`config.mk`:
```
export PLATFORM = sky130hd
export DESIGN_NAME = fpt_finish
export DESIGN_NICKNAME = d
export VERILOG_FILES = /design/src/hw/rtl/fpt_pkg.sv /design/src/hw/rtl/fpt_finish.sv
export SDC_FILE = /design/constraint.sdc
export NUM_CORES = 1
export LEC_CHECK = 0
export BUFFER_PORTS_ARGS = -buffer_cell sky130_fd_sc_hd__buf_2
export CELL_PAD_IN_SITES_DETAIL_PLACEMENT = 1
export CELL_PAD_IN_SITES_GLOBAL_PLACEMENT = 2
export CORE_MARGIN = 3
export CORE_UTILIZATION = 33
export DETAILED_ROUTE_END_ITERATION = 12
export GPL_ROUTABILITY_DRIVEN = 0
export PLACE_DENSITY = 0.95
export SYNTH_ARGS = -nofsm -noshare
export SYNTH_HDL_FRONTEND = slang
export SYNTH_SLANG_ARGS = --single-unit
```
`constraint.sdc`:
```
create_clock -name clk -period 12.3 [get_ports clk]
set_input_delay 0.615 -clock clk [delete_from_list [all_inputs] [get_ports clk]]
set_output_delay 0.615 -clock clk [all_outputs]
set_load 0.01 [all_outputs]
```
`src/hw/rtl/fpt_pkg.sv`:
```
// shared types, codes and reset constants for the frame point transform
`default_nettype none

package fpt_pkg;

  // item kind codes
  localparam logic [1:0] KIND_W2L_POINT  = 2'd0;
  localparam logic [1:0] KIND_L2W_POINT  = 2'd1;
  localparam logic [1:0] KIND_W2L_VECTOR = 2'd2;
  localparam logic [1:0] KIND_L2W_VECTOR = 2'd3;

  // configuration register indexes
  localparam int unsigned CFG_IDX_W = 3;
  localparam logic [CFG_IDX_W-1:0] CFG_ORIGIN_X = 3'd0;
  localparam logic [CFG_IDX_W-1:0] CFG_ORIGIN_Y = 3'd1;
  localparam logic [CFG_IDX_W-1:0] CFG_ORIGIN_Z = 3'd2;
  localparam logic [CFG_IDX_W-1:0] CFG_AXIS_X   = 3'd3;
  localparam logic [CFG_IDX_W-1:0] CFG_AXIS_Y   = 3'd4;
  localparam logic [CFG_IDX_W-1:0] CFG_AXIS_Z   = 3'd5;

  // widths
  localparam int unsigned COORD_W = 32;
  localparam int unsigned VEC_W   = 33;
  localparam int unsigned COEF_W  = 18;
  localparam int unsigned AXIS_W  = 3 * COEF_W;
  localparam int unsigned PROD_W  = VEC_W + COEF_W;
  localparam int unsigned SUM_W   = 54;
  localparam int unsigned FRAC_W  = 16;
  localparam int unsigned RND_W   = SUM_W - FRAC_W;

  // reset axes: identity frame
  localparam logic [AXIS_W-1:0] AXIS_X_RST = 54'd65536;
  localparam logic [AXIS_W-1:0] AXIS_Y_RST = 54'd65536 << COEF_W;
  localparam logic [AXIS_W-1:0] AXIS_Z_RST = 54'd65536 << (2 * COEF_W);

  typedef logic signed [COORD_W-1:0] coord_t;
  typedef logic signed [VEC_W-1:0]   vec_t;
  typedef logic signed [COEF_W-1:0]  coef_t;
  typedef logic signed [PROD_W-1:0]  prod_t;

  // input item
  typedef struct packed {
    logic [1:0] kind;
    coord_t     in_x;
    coord_t     in_y;
    coord_t     in_z;
    logic       zero_z;
  } in_item_t;

  // result item
  typedef struct packed {
    coord_t out_x;
    coord_t out_y;
    coord_t out_z;
    logic   overflow;
  } out_item_t;

  // control that travels with an item down the pipe
  typedef struct packed {
    logic valid;
    logic zero_out_z;
  } stage_ctl_t;

endpackage

`default_nettype wire

```
`src/hw/rtl/fpt_finish.sv`:
```
// result stage: row sums, round to Q16.16, saturate, result register
`default_nettype none

module fpt_finish (
  input  wire logic                        clk,
  input  wire logic                        rst_n,
  input  wire fpt_pkg::stage_ctl_t         ctl,
  input  wire fpt_pkg::prod_t [2:0][2:0]   prod,
  input  wire fpt_pkg::coord_t [2:0]       org,
  output logic                             out_valid_r,
  output fpt_pkg::out_item_t               out_item_r
);

  logic signed [fpt_pkg::SUM_W-1:0]  sum     [3];
  logic signed [fpt_pkg::SUM_W-1:0]  rnd     [3];
  logic signed [fpt_pkg::RND_W-1:0]  shifted [3];
  fpt_pkg::coord_t [2:0]             sat;
  logic [2:0]                        ovf;
  fpt_pkg::out_item_t                out_item_nxt;

  // sum, round half up, clamp
  always_comb begin
    for (int r = 0; r < 3; r++) begin
      sum[r] = fpt_pkg::SUM_W'(prod[r][0]) + fpt_pkg::SUM_W'(prod[r][1]) +
               fpt_pkg::SUM_W'(prod[r][2]) +
               (fpt_pkg::SUM_W'(org[r]) <<< fpt_pkg::FRAC_W);
      rnd[r] = sum[r] + fpt_pkg::SUM_W'(1 << (fpt_pkg::FRAC_W - 1));
      shifted[r] = fpt_pkg::RND_W'(rnd[r] >>> fpt_pkg::FRAC_W);
      ovf[r] = (shifted[r][fpt_pkg::RND_W-1:fpt_pkg::COORD_W-1] != '0) &&
               (shifted[r][fpt_pkg::RND_W-1:fpt_pkg::COORD_W-1] != '1);
      if (ovf[r]) begin
        sat[r] = shifted[r][fpt_pkg::RND_W-1] ? {1'b1, {(fpt_pkg::COORD_W-1){1'b0}}}
                                              : {1'b0, {(fpt_pkg::COORD_W-1){1'b1}}};
      end else begin
        sat[r] = shifted[r][fpt_pkg::COORD_W-1:0];
      end
    end
  end

  // forced zero z hides its saturation
  always_comb begin
    out_item_nxt.out_x = sat[0];
    out_item_nxt.out_y = sat[1];
    out_item_nxt.out_z = ctl.zero_out_z ? '0 : sat[2];
    out_item_nxt.overflow = ovf[0] || ovf[1] || (ovf[2] && !ctl.zero_out_z);
  end

  // strobe register
  always_ff @(posedge clk) begin
    if (!rst_n) begin
      out_valid_r <= 1'b0;
    end else begin
      out_valid_r <= ctl.valid;
    end
  end

  // result register
  always_ff @(posedge clk) begin
    if (ctl.valid) begin
      out_item_r <= out_item_nxt;
    end
  end

endmodule

`default_nettype wire

```
# Word level (Yosys, flattened, before mapping)
# Cells that the tools add are included.
totals:
  ff_bits: 98
  out_inout_bits: 98
classes:
  addsub: 12
  n_eq_ne: 3
  muxes: 6
  reduce_logical: 10
op_table:
  columns: ["operator", "n"]
  rows:
  - ["32-bit 2-to-1 mux", 6]
  - ["53-bit by 48-bit adder with 54-bit output", 3]
  - ["54-bit by 17-bit adder with 54-bit output (second input constant)", 3]
  - ["52-bit by 51-bit adder with 53-bit output", 3]
  - ["51-bit by 51-bit adder with 52-bit output", 3]
  - ["7-bit inequality test (second input constant)", 3]
  - ["7-bit nonzero test", 3]
  - ["1-bit logical AND", 4]
  - ["1-bit logical OR", 2]
  - ["1-bit logical NOT", 1]

# Depth between registers and ports, before layout
logic_depth:
  depth_word: 8
  mapped_depth: 19
  depth_no_buf: 16

# Worst setup path after synthesis
# Ideal clock, no wire load.
synth_path:
  kind: "input port to flip-flop"
  start: "input port prod[22] (netlist bit)"
  end: "register out_item_r[91] (netlist bit), data pin"
  setup_time_ns: 0.254
  arrival_ns: 4.631
  path_slack_ns: 7.415
  cell_stages: 18
  path_cell_list: "inv_1 fa_1 fa_1 inv_1 ha_1 a21o_1 a21o_1 a211oi_2 and4b_1 a211o_1 o2111a_1 o22ai_2 or4b_1 mux2i_4 nor2_1 buf_6 buf_6 a21o_1"
synth_lines:
  columns: ["element", "line", "text"]
  rows:
  - ["from (decl)", "fpt_finish.sv:8", "input wire fpt_pkg::prod_t [2:0][2:0] prod,"]
  - ["to (signal assigned)", "fpt_finish.sv:60", "out_item_r <= out_item_nxt;"]
  - ["to (decl)", "fpt_finish.sv:11", "output fpt_pkg::out_item_t out_item_r"]

==> summary.md <==
| Metric | Value |
|---|---|
| Starting density of the core | 33.7% |
| Nets | 4,124 |
| Post-CTS Resized | 0 |
| Iter 0 DRT Violations | 953 |
| Worst Path Arrival | 5.61 ns |
| Std cell rows | 90 |
| Drt wl/cell | 18.2 um |
| Die width | 256 um |
| DR pass1 iterations | 5 |
| Final setup violation count | 0 |
| Area leader, netlist | fa_1 |
| DRC errors left | 0 |
| Gr ovfl total | 0 |
| Unrepaired setup endpoints after global routing | false |
| Max rail drop VDD | between 0.00006 and 0.00007 V |
| Crit start category | input pin |
| Slew headroom | 33.0% |
| Static leakage power | 14.0 nW |
| Crit. End Element | flip-flop |
| Synth cell count leaders | inv_1, fa_1, ha_1 |
| Achievable frequency | 0.182 GHz |
| Final Critical Period | approximately 5.5 ns |
| CTS buffer count | 9 |
| Syn Inst Count | 2,511 |
| CTS sink cnt | 98 |
| Final WL | approximately 70,000 um |
| Pwr Density | about 150 nW/um^2 |
| Global-route wire length before repair | ~110,000 um |
| Worst-path clk slew | 0.08 ns |
| # IOs | 657 |
| Status | complete, no violations |
| Number of max-slew violations in the final report | 0 |
| Worst Path Required | ~12 ns |
| DIE HEIGHT | roughly 260 um |
| Register area share after synthesis | 14.2% |
| Worst-Margin Slew | 0.991 ns |
| Pin count of the biggest net entering global routing | 55 |
| Root buffer cell | clkbuf_16 |
| Count leader, synth | inv_1 |
| P&R area growth vs syn | 21.2% |
| # H-tree levels | 3 |
| Port Buf Inserts | 656 |
| Synthesized area | 20,600 um^2 |
| Die ar. | 65,400 um^2 |
| Initial antenna violation count | 2 |
| Post-CTS setup buffers | 0 |
| Post-DP HPWL | approximately 65,000 um |
| EDFF count, synth | between 90 and 100 |
| Antenna Nets Post-Route | 0 |
| Vias in the first global route | 21,025 |
| CTS Hold Buffers Added | 0 |
| Hold/Removal Path Class | input pin to flip-flop |
| Worst hold margin | around 0.50 ns |
| Total track usage | a little over a fifth |
| Critical Setup Path Class | input pin to flip-flop |
| FF+latch count, synth | 98 |
| Vias per cell | between 4 and 5 |
| Share of cells above drive strength 1 | 22.5% |
| Clock buffer depth | 2 |
| Synth Flop Type | edfxtp_1 |
| CTS tree | built |
| Synth top area cells | fa_1, edfxtp_1, inv_1, ha_1, a21o_1 |
| DR vias | approximately 19,000 |
| Avg Synthesized Cell Area | 8.20 um^2 |
| Max_cap viols | 0 |
| Library cells used by synthesis | 80 |
| Fin crit share | 44.6% |
| Core area | 61,000 um^2 |
| Crit path max fanout | 26 |
| Top-area cell type share of the netlist area | 25.1% |
| Async S/R FF share, synth | 0% |
| Synth warnings | 0 |
| Fillers | between 7,000 and 8,000 |
| Setup_tns | 0 ns |
| Final hold violation count | 0 |
| Synthesized net count | 3,523 |
-- where the power goes --
| part | switching (mW) | leakage, nW | internal, mW | total, mW |
|---|---|---|---|---|
| Combinational | 1.77 | 12.9 | 1.12 | 2.89 |
| Sequential | 0.0382 | 0.962 | 0.553 | 0.591 |
| Clock | 0.154 | 0.145 | 0.162 | 0.315 |
-- cell usage in the layout (no fill, tap or decap), types with 46 or more instances in the layout --
| cell | n |
|---|---|
| nand4_1 | 54 |
| o21ai_0 | 108 |
| ha_1 | 195 |
| inv_1 | 769 |
| nand2_1 | 131 |
| nor2_1 | 73 |
| edfxtp_1 | 97 |
| xor2_1 | 46 |
| a21oi_1 | 178 |
| a21o_1 | 122 |
| xnor2_1 | 55 |
| buf_2 | 655 |
| fa_1 | 258 |
-- per-stage QoR --
step,instance area [um^2],power [mW],setup WS (ns),std cells,util (%)
2_1_floorplan,20600,2.55,7.42,2511,-
3_3_place_gp,24700,3.42,6.65,3929,40.4
3_5_place_dp,24700,3.47,6.53,3929,40.4
4_1_cts,25000,3.81,6.94,3945,40.9
5_1_grt,25000,4.16,6.58,3947,40.9
6_report,25000,3.80,6.82,3947,40.9
-- critical path, stage by stage --
cell and delay [ns]:
buf_2 0.08, inv_1 0.05, fa_1 0.49, fa_1 0.50
inv_1 0.05, ha_1 0.45, nand3_1 0.25, nor4_1 0.69
and3_1 0.30, and3_1 0.19, a2111oi_0 0.10, a211oi_1 0.34
nand4_1 0.13, or4b_1 0.58, mux2i_4 0.18, nor2_2 0.10
buf_4 0.26, a31o_1 0.25
-- state kept, by name, indices dropped and copies added, names as in the netlist --
register	cells
out_valid_r	1
out_item_r	97
-- kinds of logic (layout without fill, tap and decap cells) --
logic type | after synthesis | after routing | share of synthesized area [%]
XOR/XNOR | 102 | 102 | 4.37
AO/OA/AOI/OAI | 588 | 588 | 18.4
buffers and inverters | 841 | 1447 | 15.6
other | 0 | 2 | 0
AND/OR/NAND/NOR | 424 | 424 | 10.2
multiplexers | 5 | 5 | 0.316
adder cells (fa/ha/maj) | 453 | 453 | 36.9
flip-flops | 98 | 98 | 14.2
-- worst paths after layout --
kind                          to  cells after the start  slack [ns]  startpoint
setup / recovery  out_item_r[67]                     18        6.82    prod[44]
hold / removal       out_valid_r                      2        0.50       rst_n
-- per-layer routing --
layer  vias up  global-route usage (%)  wire length (um)
met3        89                    4.22              4270
met2       584                    39.0             36300
met5         -                       0                 0
met1      9454                    26.0             29400
met4         0                    6.19              1910
li1       9245                       -                 -
-- layout make-up --
cell class                 count  area (um^2)  area share (%)
multi-input combinational   1572        14500            57.9
timing repair buffer         662         3330            13.3
sequential                    98         2930            11.7
inverter                     769         2890            11.6
tap                          828         1040            4.15
clock buffer                   9          225           0.902
clock inverter                 7         82.6           0.331
antenna                        2         5.00          0.0200
Note: power is estimated with default switching activity, not from simulation.
