## config.mk

```make
export PLATFORM = sky130hd
export DESIGN_NAME = fpt_operand
export DESIGN_NICKNAME = d
export VERILOG_FILES = /design/src/hw/rtl/fpt_pkg.sv /design/src/hw/rtl/fpt_operand.sv
export SDC_FILE = /design/constraint.sdc
export NUM_CORES = 1
export LEC_CHECK = 0
export BUFFER_PORTS_ARGS = -buffer_cell sky130_fd_sc_hd__buf_2
export CORE_AREA = 2 2 281 283
export CTS_CLUSTER_SIZE = 8
export DETAILED_ROUTE_END_ITERATION = 12
export DIE_AREA = 0 0 283 285
export SLEW_MARGIN = 20
export SYNTH_ARGS = -nofsm -noshare
export SYNTH_HDL_FRONTEND = slang
export SYNTH_SLANG_ARGS = --single-unit
```

## constraint.sdc

```tcl
create_clock -name clk -period 4.21 [get_ports clk]
set_input_delay 0.421 -clock clk [delete_from_list [all_inputs] [get_ports clk]]
set_output_delay 0.421 -clock clk [all_outputs]
set_load 0.01 [all_outputs]
```

## src/hw/rtl/fpt_pkg.sv

```systemverilog
// shared types, codes and reset constants for the frame point transform
`default_nettype none

package fpt_pkg;

  // item kind codes
  localparam logic [1:0] KIND_W2L_POINT  = 2'd0;
  localparam logic [1:0] KIND_L2W_POINT  = 2'd1;
  localparam logic [1:0] KIND_W2L_VECTOR = 2'd2;
  localparam logic [1:0] KIND_L2W_VECTOR = 2'd3;

  // configuration register indexes
  localparam int unsigned CFG_IDX_W = 3;
  localparam logic [CFG_IDX_W-1:0] CFG_ORIGIN_X = 3'd0;
  localparam logic [CFG_IDX_W-1:0] CFG_ORIGIN_Y = 3'd1;
  localparam logic [CFG_IDX_W-1:0] CFG_ORIGIN_Z = 3'd2;
  localparam logic [CFG_IDX_W-1:0] CFG_AXIS_X   = 3'd3;
  localparam logic [CFG_IDX_W-1:0] CFG_AXIS_Y   = 3'd4;
  localparam logic [CFG_IDX_W-1:0] CFG_AXIS_Z   = 3'd5;

  // widths
  localparam int unsigned COORD_W = 32;
  localparam int unsigned VEC_W   = 33;
  localparam int unsigned COEF_W  = 18;
  localparam int unsigned AXIS_W  = 3 * COEF_W;
  localparam int unsigned PROD_W  = VEC_W + COEF_W;
  localparam int unsigned SUM_W   = 54;
  localparam int unsigned FRAC_W  = 16;
  localparam int unsigned RND_W   = SUM_W - FRAC_W;

  // reset axes: identity frame
  localparam logic [AXIS_W-1:0] AXIS_X_RST = 54'd65536;
  localparam logic [AXIS_W-1:0] AXIS_Y_RST = 54'd65536 << COEF_W;
  localparam logic [AXIS_W-1:0] AXIS_Z_RST = 54'd65536 << (2 * COEF_W);

  typedef logic signed [COORD_W-1:0] coord_t;
  typedef logic signed [VEC_W-1:0]   vec_t;
  typedef logic signed [COEF_W-1:0]  coef_t;
  typedef logic signed [PROD_W-1:0]  prod_t;

  // input item
  typedef struct packed {
    logic [1:0] kind;
    coord_t     in_x;
    coord_t     in_y;
    coord_t     in_z;
    logic       zero_z;
  } in_item_t;

  // result item
  typedef struct packed {
    coord_t out_x;
    coord_t out_y;
    coord_t out_z;
    logic   overflow;
  } out_item_t;

  // control that travels with an item down the pipe
  typedef struct packed {
    logic valid;
    logic zero_out_z;
  } stage_ctl_t;

endpackage

`default_nettype wire

```

## src/hw/rtl/fpt_operand.sv

```systemverilog
// operand stage: origin difference, coefficient routing and input register
`default_nettype none

module fpt_operand (
  input  wire logic                             clk,
  input  wire logic                             rst_n,
  input  wire logic                             load,
  input  wire fpt_pkg::in_item_t                item,
  input  wire fpt_pkg::coord_t [2:0]            origin,
  input  wire logic [2:0][fpt_pkg::AXIS_W-1:0]  axis,
  output fpt_pkg::stage_ctl_t                   ctl_r,
  output fpt_pkg::vec_t [2:0]                   vec_r,
  output fpt_pkg::coef_t [2:0][2:0]             coef_r,
  output fpt_pkg::coord_t [2:0]                 org_r
);

  logic                             to_local;
  logic                             point;
  fpt_pkg::coord_t [2:0]            in_v;
  fpt_pkg::vec_t [2:0]              vec_nxt;
  fpt_pkg::coef_t [2:0][2:0]        coef_nxt;
  fpt_pkg::coord_t [2:0]            org_nxt;
  fpt_pkg::stage_ctl_t              ctl_nxt;

  // kind decode
  assign to_local = (item.kind == fpt_pkg::KIND_W2L_POINT) ||
                    (item.kind == fpt_pkg::KIND_W2L_VECTOR);
  assign point    = (item.kind == fpt_pkg::KIND_W2L_POINT) ||
                    (item.kind == fpt_pkg::KIND_L2W_POINT);

  assign in_v[0] = item.in_x;
  assign in_v[1] = item.in_y;
  assign in_v[2] = item.in_z;

  // exact 33-bit difference for world-to-local points, origin term for local-to-world points
  always_comb begin
    for (int i = 0; i < 3; i++) begin
      if (to_local && point) begin
        vec_nxt[i] = fpt_pkg::vec_t'(in_v[i]) - fpt_pkg::vec_t'(origin[i]);
      end else begin
        vec_nxt[i] = fpt_pkg::vec_t'(in_v[i]);
      end
      org_nxt[i] = (!to_local && point) ? origin[i] : '0;
    end
  end

  // coefficient for row r, column c: axis r slot c, or transposed
  always_comb begin
    for (int r = 0; r < 3; r++) begin
      for (int c = 0; c < 3; c++) begin
        if (to_local) begin
          coef_nxt[r][c] = axis[r][c*fpt_pkg::COEF_W +: fpt_pkg::COEF_W];
        end else begin
          coef_nxt[r][c] = axis[c][r*fpt_pkg::COEF_W +: fpt_pkg::COEF_W];
        end
      end
    end
  end

  assign ctl_nxt.valid      = load;
  assign ctl_nxt.zero_out_z = to_local && item.zero_z;

  // control register
  always_ff @(posedge clk) begin
    if (!rst_n) begin
      ctl_r <= '0;
    end else begin
      ctl_r <= ctl_nxt;
    end
  end

  // payload register
  always_ff @(posedge clk) begin
    if (load) begin
      vec_r  <= vec_nxt;
      coef_r <= coef_nxt;
      org_r  <= org_nxt;
    end
  end

endmodule

`default_nettype wire

```

Yosys cells after proc, flatten, opt, wreduce, memory -nomap -nowiden
Cells that the tools add are included.

word-level totals
  input port bits = 360
  register bits = 359
  output and inout bits = 359

operators by class
  reduce and logical (&&, ||, !) cells = 7
  $add $sub $neg = 3
  mux-type cells = 9
  equal/unequal tests = 2

operators with widths
  operator                                              count
  2-to-1 mux 18 bit                                     6
  2-to-1 mux 33 bit                                     3
  subtractor 32 x 32 -> 33 bit                          3
  logical AND 1 bit                                     3
  equality test 2 x 1 -> 1 bit (second input constant)  1
  equality test 2 bit (second input constant)           1
  logical NOT 2 bit                                     1
  logical OR 1 bit                                      2
  logical NOT 1 bit                                     1

Depth between registers and ports, before layout
Gate-level depths: netlist (run 1).

  depth after elaboration = 4
  mapped depth = 11
  gate-level depth less buffers = 11

Least setup slack after synthesis (run 1)
OpenSTA, ideal clock, no wires.

  path type = input -> register
  from = input port item[33] (netlist name)
  to = register vec_r[63] (netlist name), data pin
  stages on the path = 11
  setup time = 0.165 ns
  path slack = 1.260 ns
  data arrival time = 2.786 ns
  data required time = 4.045 ns
  path through = inv_1 -> ha_1 -> fa_1 -> nand2b_1 -> a211o_1 -> a21oi_4 -> a211o_4 -> a2111oi_4 -> or4b_1 -> and4_1 -> o31ai_2

RTL lines
  element                 line               text
  start: declaration      fpt_operand.sv:8   input wire fpt_pkg::in_item_t item,
  end signal: assignment  fpt_operand.sv:75  vec_r <= vec_nxt;
  end: declaration        fpt_operand.sv:12  output fpt_pkg::vec_t [2:0] vec_r,

==> metrics.cfg, run 1 <==
[status]
status = finished clean

[sta]
max_freq_ghz = 0.345
relSlewSlack_pct = 39.4
rsz0062_at_grt = no
min_period_ns = 2.90
setup_tns_ns = 0
hold_viol = 0
drv_slew = 0
hold_slack_ns = 0.0662
tightest_slew_ns = 0.909
fin_crit_sh_pct = 68.8
finalSetupViolCount = 0

[final_layout]
layout.nets = 2883
seq_area_um2 = 10800
layout_common_cells = 716 x buf_2, 357 x edfxtp_1, 135 x nand2_1
fillCellCount = 7855
syn_to_final_growth_pct = 35.3
multiInputGateArea_um2 = 7840
drive_gt1_share_pct = 37.3
final_common_cell = buf_2

[clock_tree]
post_cts_buffers = 0
clk_pin_slew_worst_paths_ns = 0.05
htree_levels = 2
clk_path_buf_depth = 3
tritoncts = done
cts_buffers = 51
cts_root_buffer = clkbuf_16
clock-sinks = 359

[route]
vias = 15700
totalWireLength_mm = 66.2
route.detailed.wl_per_inst_um = 18.9
drcViolationCount = 0
detail_route.iter0.violations = 907
final_antenna_net_count = 0
dr.pass1.iters = 5
viasPerCell = 4.49

[placed_design]
numPortBuffers = 718
dp_hpwl_mm = 51.9
gp_congestion = 0.880

[die]
die_area_um2 = 80700
core.rowCount = 103
initial_core_util_pct = 24.8
core_um2 = 78000
die_h_um = 285
io_pins = 719
die_w_um = 283

[global_routing]
grt_max_degree = 88
grt_overflow = 0
grt_pass1_vias = 15800
antenna_found_initial = 16
grt_usage_pct = 15.7
grt_pass1_wl_mm = 97.1

[hold_path]
hold-path-endpoint = ctl_r[0]$_SDFF_PN0_
holdPathStages = 3
hold_path.class = in -> reg
hp-start = item[0]

[logic_synthesis]
yosys-top-cells-area = edfxtp_1 56%, mux2_2 6.3%, ha_1 6.2%
ys_types = 70
yosysTopAreaCell = edfxtp_1
syn_inst = 1650
ys_ff_latch = 359
yosysWarnings = 0
synth_edf_count = 357
synthArstFlopShare_pct = 0
synth_flop_cell = edfxtp_1
syn_avg_cell_area_um2 = 11.7
ys_seq_area_share_pct = 55.7
synth_nets = 2109
synth_top_area_share_pct = 55.5
syn_area_um2 = 19300

[setup_path]
cp-end-kind = register
start_kind = input pin
crit_type = in -> reg
cp_max_fo = 5
cp.required_ns = 4.65
critPathMaxStageDelay_ns = 0.52
path_cells = buf_2 > inv_1 > ha_1 > fa_1 > nand2b_1 > a21oi_1 > o21ai_0 > o211ai_1 > a41oi_1 > o211a_1 > or4_1 > nand3_1
cp_slowest_cell = fa_1
critical_path_arrival_ns = 3.34
path_buf_inv = 2
crit_family = compound AO/OA/AOI/OAI gates

[power_and_ir_drop]
p_leak_nw = 11.3
powerDensity_nw_per_um2 = 387
p_comb_share_pct = 20.0
seqPwrFrac_pct = 43.4
intPower_mw = 7.33
peakVddDrop_v = 0.000314
p_sw_mw = 2.79
finalPower_mw = 10.1
switching_share_pct = 27.5
pwr-share-clk_pct = 36.6

[job]
max_cap_violations = 0

[power by group through the flow]
stage | logic [mW] | clock network (mW) | registers [mW]
finish | 2.03 | 3.70 | 4.39
global route | 2.22 | 3.97 | 4.42
CTS | 2.04 | 3.84 | 4.39
detailed placement | 1.99 | 0 | 4.46
global placement | 1.99 | 0 | 4.45
floorplan | 0.886 | 0 | 4.63
[area by class of cell]
class | instances | area share, %
Sequential cell | 359 | 41.2
Clock buffer | 68 | 5.13
Tap cell | 1050 | 5.03
Multi-Input combinational cell | 1102 | 30.0
Inverter | 123 | 1.77
Antenna cell | 8 | 0.0767
Clock inverter | 4 | 0.153
Timing Repair Buffer | 787 | 16.6
[worst min-delay path, cell delays in order]
cell and delay (ns):
buf_2 0.07, nand2_1 0.04, nor2_1 0.06
[Yosys cell counts, drive strengths merged (11+ instances only)]
master / instances
a21o: 50
o31ai: 18
nand3: 24
xnor2: 35
nand2b: 17
nor3: 21
o21bai: 11
or3: 11
xor2: 29
mux2: 108
edfxtp: 357
a21oi: 78
o21ai: 125
nor2: 62
o21a: 17
ha: 96
nand4: 17
a211oi: 18
nand2: 135
and2: 100
clkbuf: 61
inv: 123
[cell families (layout without fill, tap and decap cells)]
group                    after synthesis  after routing  synth area share, %
flip-flops                           359            359                 55.7
adder cells (fa/ha/maj)               99             99                 6.53
other                                  0              8                    0
multiplexers                         109            109                 6.35
XOR/XNOR                              64             64                 2.90
AND/OR/NAND/NOR                      450            450                 12.1
AO/OA/AOI/OAI                        380            380                 12.7
buffers and inverters                189            982                 3.70
[through the flow]
stage / cells / instance area, µm² / setup slack, ns / utilization, %
global route: 3499 / 26100 / 1.15 / 33.5
finish: 3501 / 26100 / 1.31 / 33.5
floorplan: 1650 / 19300 / 1.26 / -
detailed placement: 3367 / 24200 / 0.696 / 31.0
global placement: 3367 / 24200 / 0.767 / 31.0
CTS: 3493 / 26100 / 1.31 / 33.5
[metal layers]
metal	global-route usage [%]	up-vias	wire, µm
met5	0	-	82
met4	5.73	12	2140
met3	5.36	92	5640
met2	27.2	590	32500
met1	18.0	7387	25900
li1	-	7635	-
[worst max path at each step]
stage / startpoint / end / slack, ns / cells after the start
finish: item[1] / vec_r[90]$_DFFE_PP_ / 1.31 / 12
global route: item[1] / vec_r[90]$_DFFE_PP_ / 1.15 / 12
CTS: item[1] / vec_r[90]$_DFFE_PP_ / 1.31 / 12
detailed placement: item[1] / vec_r[90]$_DFFE_PP_ / 0.70 / 12
global placement: item[1] / vec_r[90]$_DFFE_PP_ / 0.77 / 12
floorplan: item[33] / vec_r[63]$_DFFE_PP_ / 1.26 / 11
[flip-flops by register name, summed over array words and instances, names as in the netlist]
| name | cells |
|---|---|
| coef_r | 162 |
| org_r | 96 |
| ctl_r | 2 |
| vec_r | 99 |
[repair_timing]
| action | CTS | global route |
|---|---|---|
| resized for setup | 0 | 0 |
| endpoints found under the hold margin | 54 | 0 |
| hold buffers | 54 | 0 |
(Power assumes the default switching activity.)
==> run 2, diff against run 1 <==
Settings changed: CORE_AREA 2 2 281 283 to 2 2 284 286, DIE_AREA 0 0 283 285 to 0 0 286 288.
Clock period 4.21 ns to 2.9 ns, I/O delays scaled along.
==> run 2 against run 1 <==
Net effect: sequential power rose by 46%; worst setup slack got worse by 1.3 ns; critical path depth fell by 1; largest cell class unchanged.
==> metrics.cfg, run 2 (synthesis gave the netlist of run 1 again) <==
[status]
status = finished clean

[power_and_ir_drop]
peakVddDrop_v = 0.000402
powerDensity_nw_per_um2 = 521
p_leak_nw = 12.9

[setup_path]
crit_type = in -> reg
crit_family = compound AO/OA/AOI/OAI gates
path_cells = dlygate4sd3_1 > buf_2 > ha_1 > o21a_1 > o31a_1 > o31a_1 > o211ai_1 > a31oi_2 > o21ai_2 > o21ai_0 > a221o_1
critical_path_arrival_ns = 3.18
start_kind = input pin
critPathMaxStageDelay_ns = 0.56
cp_common_cell = o31a_1
startpoint = item[3]
cp_max_fo = 4
cp_slowest_cell = dlygate4sd3_1
path_buf_inv = 2
cp.required_ns = 3.23
cp-end-kind = register

[sta]
max_freq_ghz = 0.351
setup_tns_ns = 0
finalSetupViolCount = 0
min_period_ns = 2.85
fin_crit_sh_pct = 98.2
relSlewSlack_pct = 41.8
drv_slew = 0
hold_viol = 0
tightest_slew_ns = 0.872

[clock_tree]
htree_levels = 2
tritoncts = done
clk_path_buf_depth = 3
cts_root_buffer = clkbuf_16
clock-sinks = 359
cts_buffers = 52
clk_pin_slew_worst_paths_ns = 0.05

[final_layout]
finish.utilization_pct = 37.1
fillCellCount = 7774
layout_common_cells = 716 x buf_2, 357 x edfxtp_1, 319 x dlygate4sd3_1
regMostFlops = coef_r
syn_to_final_growth_pct = 53.1
top_regs = coef_r x162, vec_r x99, org_r x96
final_common_cell = buf_2
largest_reg_flops = 162
drive_gt1_share_pct = 36.2
layout.nets = 3231

[hold_path]
hold-path-endpoint = coef_r[97]$_DFFE_PP_
hp-start = axis[133]
hold_path.class = in -> reg
holdPathStages = 2

[die]
die_w_um = 286
io_pins = 719
core_um2 = 79600
die_area_um2 = 82400
initial_core_util_pct = 24.2
core.rowCount = 104
die_h_um = 288

[job]
max_cap_violations = 0

[placed_design]
gp_congestion = 0.903
dp_hpwl_mm = 54.9
numPortBuffers = 718

[route]
final_antenna_net_count = 0
dr.pass1.iters = 5
detail_route.iter0.violations = 1024
drcViolationCount = 0
totalWireLength_mm = 72.6
route.detailed.wl_per_inst_um = 18.8
viasPerCell = 4.52
vias = 17500

[global_routing]
grt_overflow = 0
antenna_found_initial = 15
grt_pass1_wl_mm = 106
grt_pass1_vias = 17800
grt_usage_pct = 16.7
grt_max_degree = 111

## run 2: layout make-up
class | count | area, µm² | share of cell area, %
clock inverters | 8 | 67.6 | 0.229
well taps | 1060 | 1330 | 4.49
inverters | 123 | 462 | 1.56
multi-input cells | 1102 | 7930 | 26.8
clock buffers | 67 | 1380 | 4.66
diodes | 9 | 22.5 | 0.0762
repair buffers | 1134 | 7610 | 25.8
flip-flops and latches | 359 | 10800 | 36.4
## run 2: worst max-delay path by stage
| stage | to | depth (start not counted) | slack [ns] |
|---|---|---|---|
| after detailed placement | vec_r[63]$_DFFE_PP_ | 12 | -0.25 |
| final | vec_r[97]$_DFFE_PP_ | 11 | 0.05 |
| after floorplan | vec_r[63]$_DFFE_PP_ | 11 | 0.08 |
| after global routing | vec_r[20]$_DFFE_PP_ | 14 | -0.04 |
| after CTS | vec_r[97]$_DFFE_PP_ | 11 | 0.05 |
| after global placement | vec_r[63]$_DFFE_PP_ | 12 | -0.22 |
## run 2: where the power goes
part	internal [mW]	switching [mW]	total (mW)	leakage [nW]
combinational	1.60	1.85	3.46	8.67
sequential	6.26	0.141	6.40	3.49
clock	3.29	2.26	5.54	0.700
total	11.1	4.25	15.4	12.9
## run 2: through the flow
| step | area [µm²] | setup WS (ns) | instances | hold WS, ns | power [mW] |
|---|---|---|---|---|---|
| floorplan | 19300 | 0.0806 | 1650 | 0.389 | 8.01 |
| global placement | 24800 | -0.220 | 3458 | 0.467 | 9.52 |
| detailed placement | 24800 | -0.253 | 3458 | 0.468 | 9.53 |
| CTS | 29400 | 0.0471 | 3852 | 0.0000303 | 15.5 |
| global route | 29500 | -0.0398 | 3858 | 0.0143 | 16.1 |
| finish | 29600 | 0.0528 | 3862 | 0.0358 | 15.4 |
## run 2: metal layers
layer	share of wire, %	GRT usage, %	vias to the layer above
met3	7.5	4.38	95
met5	0.034	0	-
met1	39	19.1	8341
met4	2.6	5.00	4
met2	51	30.4	697
li1	-	-	8320
## run 2: timing repair
item                       4_1_cts  5_1_grt
setup buffers                    0        1
gates resized for setup          0       21
setup endpoints to repair        0       14
hold endpoints to repair       288        0
hold buffers                   319        0
==> run 3, diff against run 2 <==
Settings changed: CTS_BUF_LIST set to sky130_fd_sc_hd__clkbuf_8 sky130_fd_sc_hd__clkbuf_16, PLACE_DENSITY set to 0.45, TNS_END_PERCENT set to 1.
==> run 3 against run 2 <==
Net effect: sequential cell count unchanged; wire length about the same; global-route usage about the same; clock power about the same; die area unchanged; sequential power about the same; power decreased by 0.20%; combinational power about the same; worst setup slack improved by 0.022 ns; cell count increased by 0.13%; hold slack improved by 0.0032 ns; count of clock-buffer cells in the layout decreased by 15; critical endpoint unchanged.
==> metrics.cfg, run 3 (synthesis gave the netlist of run 1 again) <==
[die]
initial_core_util_pct = 24.2
core.rowCount = 104
die_area_um2 = 82400
die_h_um = 288
die_w_um = 286
io_pins = 719
core_um2 = 79600

[sta]
fin_ws_ns = 0.0744
drv_slew = 0
tightest_slew_ns = 0.979
finalSetupViolCount = 0
max_freq_ghz = 0.354
relSlewSlack_pct = 34.6
rsz0062_at_grt = yes
hold_slack_ns = 0.0391
min_period_ns = 2.83
fin_crit_sh_pct = 97.4
hold_viol = 0

[clock_tree]
clk_path_buf_depth = 3
clock-sinks = 359
cts_root_buffer = clkbuf_16
htree_levels = 2
clk_pin_slew_worst_paths_ns = 0.06
cts_buffers = 52
tritoncts = done
post_cts_buffers = 0

[final_layout]
syn_to_final_growth_pct = 53.7
drive_gt1_share_pct = 35.7
layout.nets = 3242
finish.utilization_pct = 37.3
final_cell_area_um2 = 29700
regMostFlops = coef_r
layout_common_cells = 716 x buf_2, 357 x edfxtp_1, 339 x dlygate4sd3_1
final_common_cell = buf_2
top_regs = coef_r x162, vec_r x99, org_r x96
largest_reg_flops = 162

[hold_path]
holdPathStages = 2
hold_path.class = in -> reg
hold-path-endpoint = org_r[50]$_SDFFCE_PN0P_
hp-start = origin[50]

[global_routing]
grt_usage_pct = 16.7
grt_max_degree = 110
grt_overflow = 0
grt_pass1_wl_mm = 106
antenna_found_initial = 16
grt_pass1_vias = 17900

[setup_path]
cp.required_ns = 3.26
cp-end-kind = register
crit_type = in -> reg
start_kind = input pin
critical_path_arrival_ns = 3.19
cp_max_fo = 3

[route]
detail_route.iter0.violations = 759
final_antenna_net_count = 0
viasPerCell = 4.49
route.detailed.wl_per_inst_um = 18.8
vias = 17300
dr.pass1.iters = 8
totalWireLength_mm = 72.6
drcViolationCount = 0

[placed_design]
numPortBuffers = 718
placedInstanceArea_um2 = 24800
dp_hpwl_mm = 56.1
dp_slack_ns = -0.252
gp_congestion = 0.872

[power_and_ir_drop]
pwr-share-clk_pct = 36.0
intPower_mw = 11.1
powerDensity_nw_per_um2 = 518
p_comb_share_pct = 22.5
peakVddDrop_v = 0.000431
seqPwrFrac_pct = 41.5
switching_share_pct = 28.1
p_leak_nw = 13.0
p_sw_mw = 4.31

[status]
status = finished clean

[job]
max_cap_violations = 0

## run 3: layer usage
layer	share of wire [%]	up-vias	GRT usage [%]
li1	-	8335	-
met1	39	8275	18.9
met2	50	604	29.7
met3	7.8	119	5.00
met4	3.2	16	5.69
met5	0.15	-	0
## run 3: cell type report
| cell class | instances | area [µm²] |
|---|---|---|
| inverter | 123 | 462 |
| clock inverter | 22 | 143 |
| antenna | 4 | 10.0 |
| timing repair buffer | 1145 | 7760 |
| sequential | 359 | 10800 |
| clock buffer | 52 | 1300 |
| fill | 7968 | 50000 |
| multi-input combinational | 1102 | 7910 |
| tap | 1060 | 1330 |
## run 3: worst max-delay path, stage by stage
cell	delay, ns
dlygate4sd3_1	0.55
buf_2	0.14
inv_1	0.04
ha_1	0.26
nor2b_1	0.14
o31a_1	0.32
o31a_1	0.31
o211ai_1	0.30
a31oi_1	0.20
o21ai_2	0.22
o21ai_0	0.10
a221o_1	0.30
## run 3: worst max-delay path by stage
| stage | slack, ns | from | endpoint |
|---|---|---|---|
| after floorplan | 0.08 | item[33] | vec_r[63]$_DFFE_PP_ |
| after global placement | -0.20 | item[1] | vec_r[90]$_DFFE_PP_ |
| after detailed placement | -0.25 | item[33] | vec_r[63]$_DFFE_PP_ |
| after CTS | 0.006 | origin[70] | vec_r[97]$_DFFE_PP_ |
| after global routing | -0.04 | item[65] | vec_r[24]$_DFFE_PP_ |
| final | 0.07 | origin[65] | vec_r[97]$_DFFE_PP_ |
## run 3: what timing repair did
item / CTS / global route
hold buffers: 339 / 0
endpoints found under the setup margin: 0 / 21
hold endpoints to repair: 299 / 0
gates resized for setup: 0 / 15
## run 3: per-stage QoR
step	power [mW]	TNS [ns]	std cells
2_1_floorplan	8.01	0	1650
3_3_place_gp	9.53	-1.01	3450
3_5_place_dp	9.54	-1.52	3450
4_1_cts	15.6	0	3863
5_1_grt	16.1	-0.0839	3866
6_report	15.4	0	3867
## run 3: power by group through the flow
stage          Combinational (mW)  Sequential (mW)  Clock [mW]
6_report                     3.46             6.38        5.53
5_1_grt                      3.78             6.42        5.89
4_1_cts                      3.47             6.39        5.72
3_5_place_dp                 3.06             6.48           0
3_3_place_gp                 3.05             6.48           0
2_1_floorplan                1.29             6.73           0
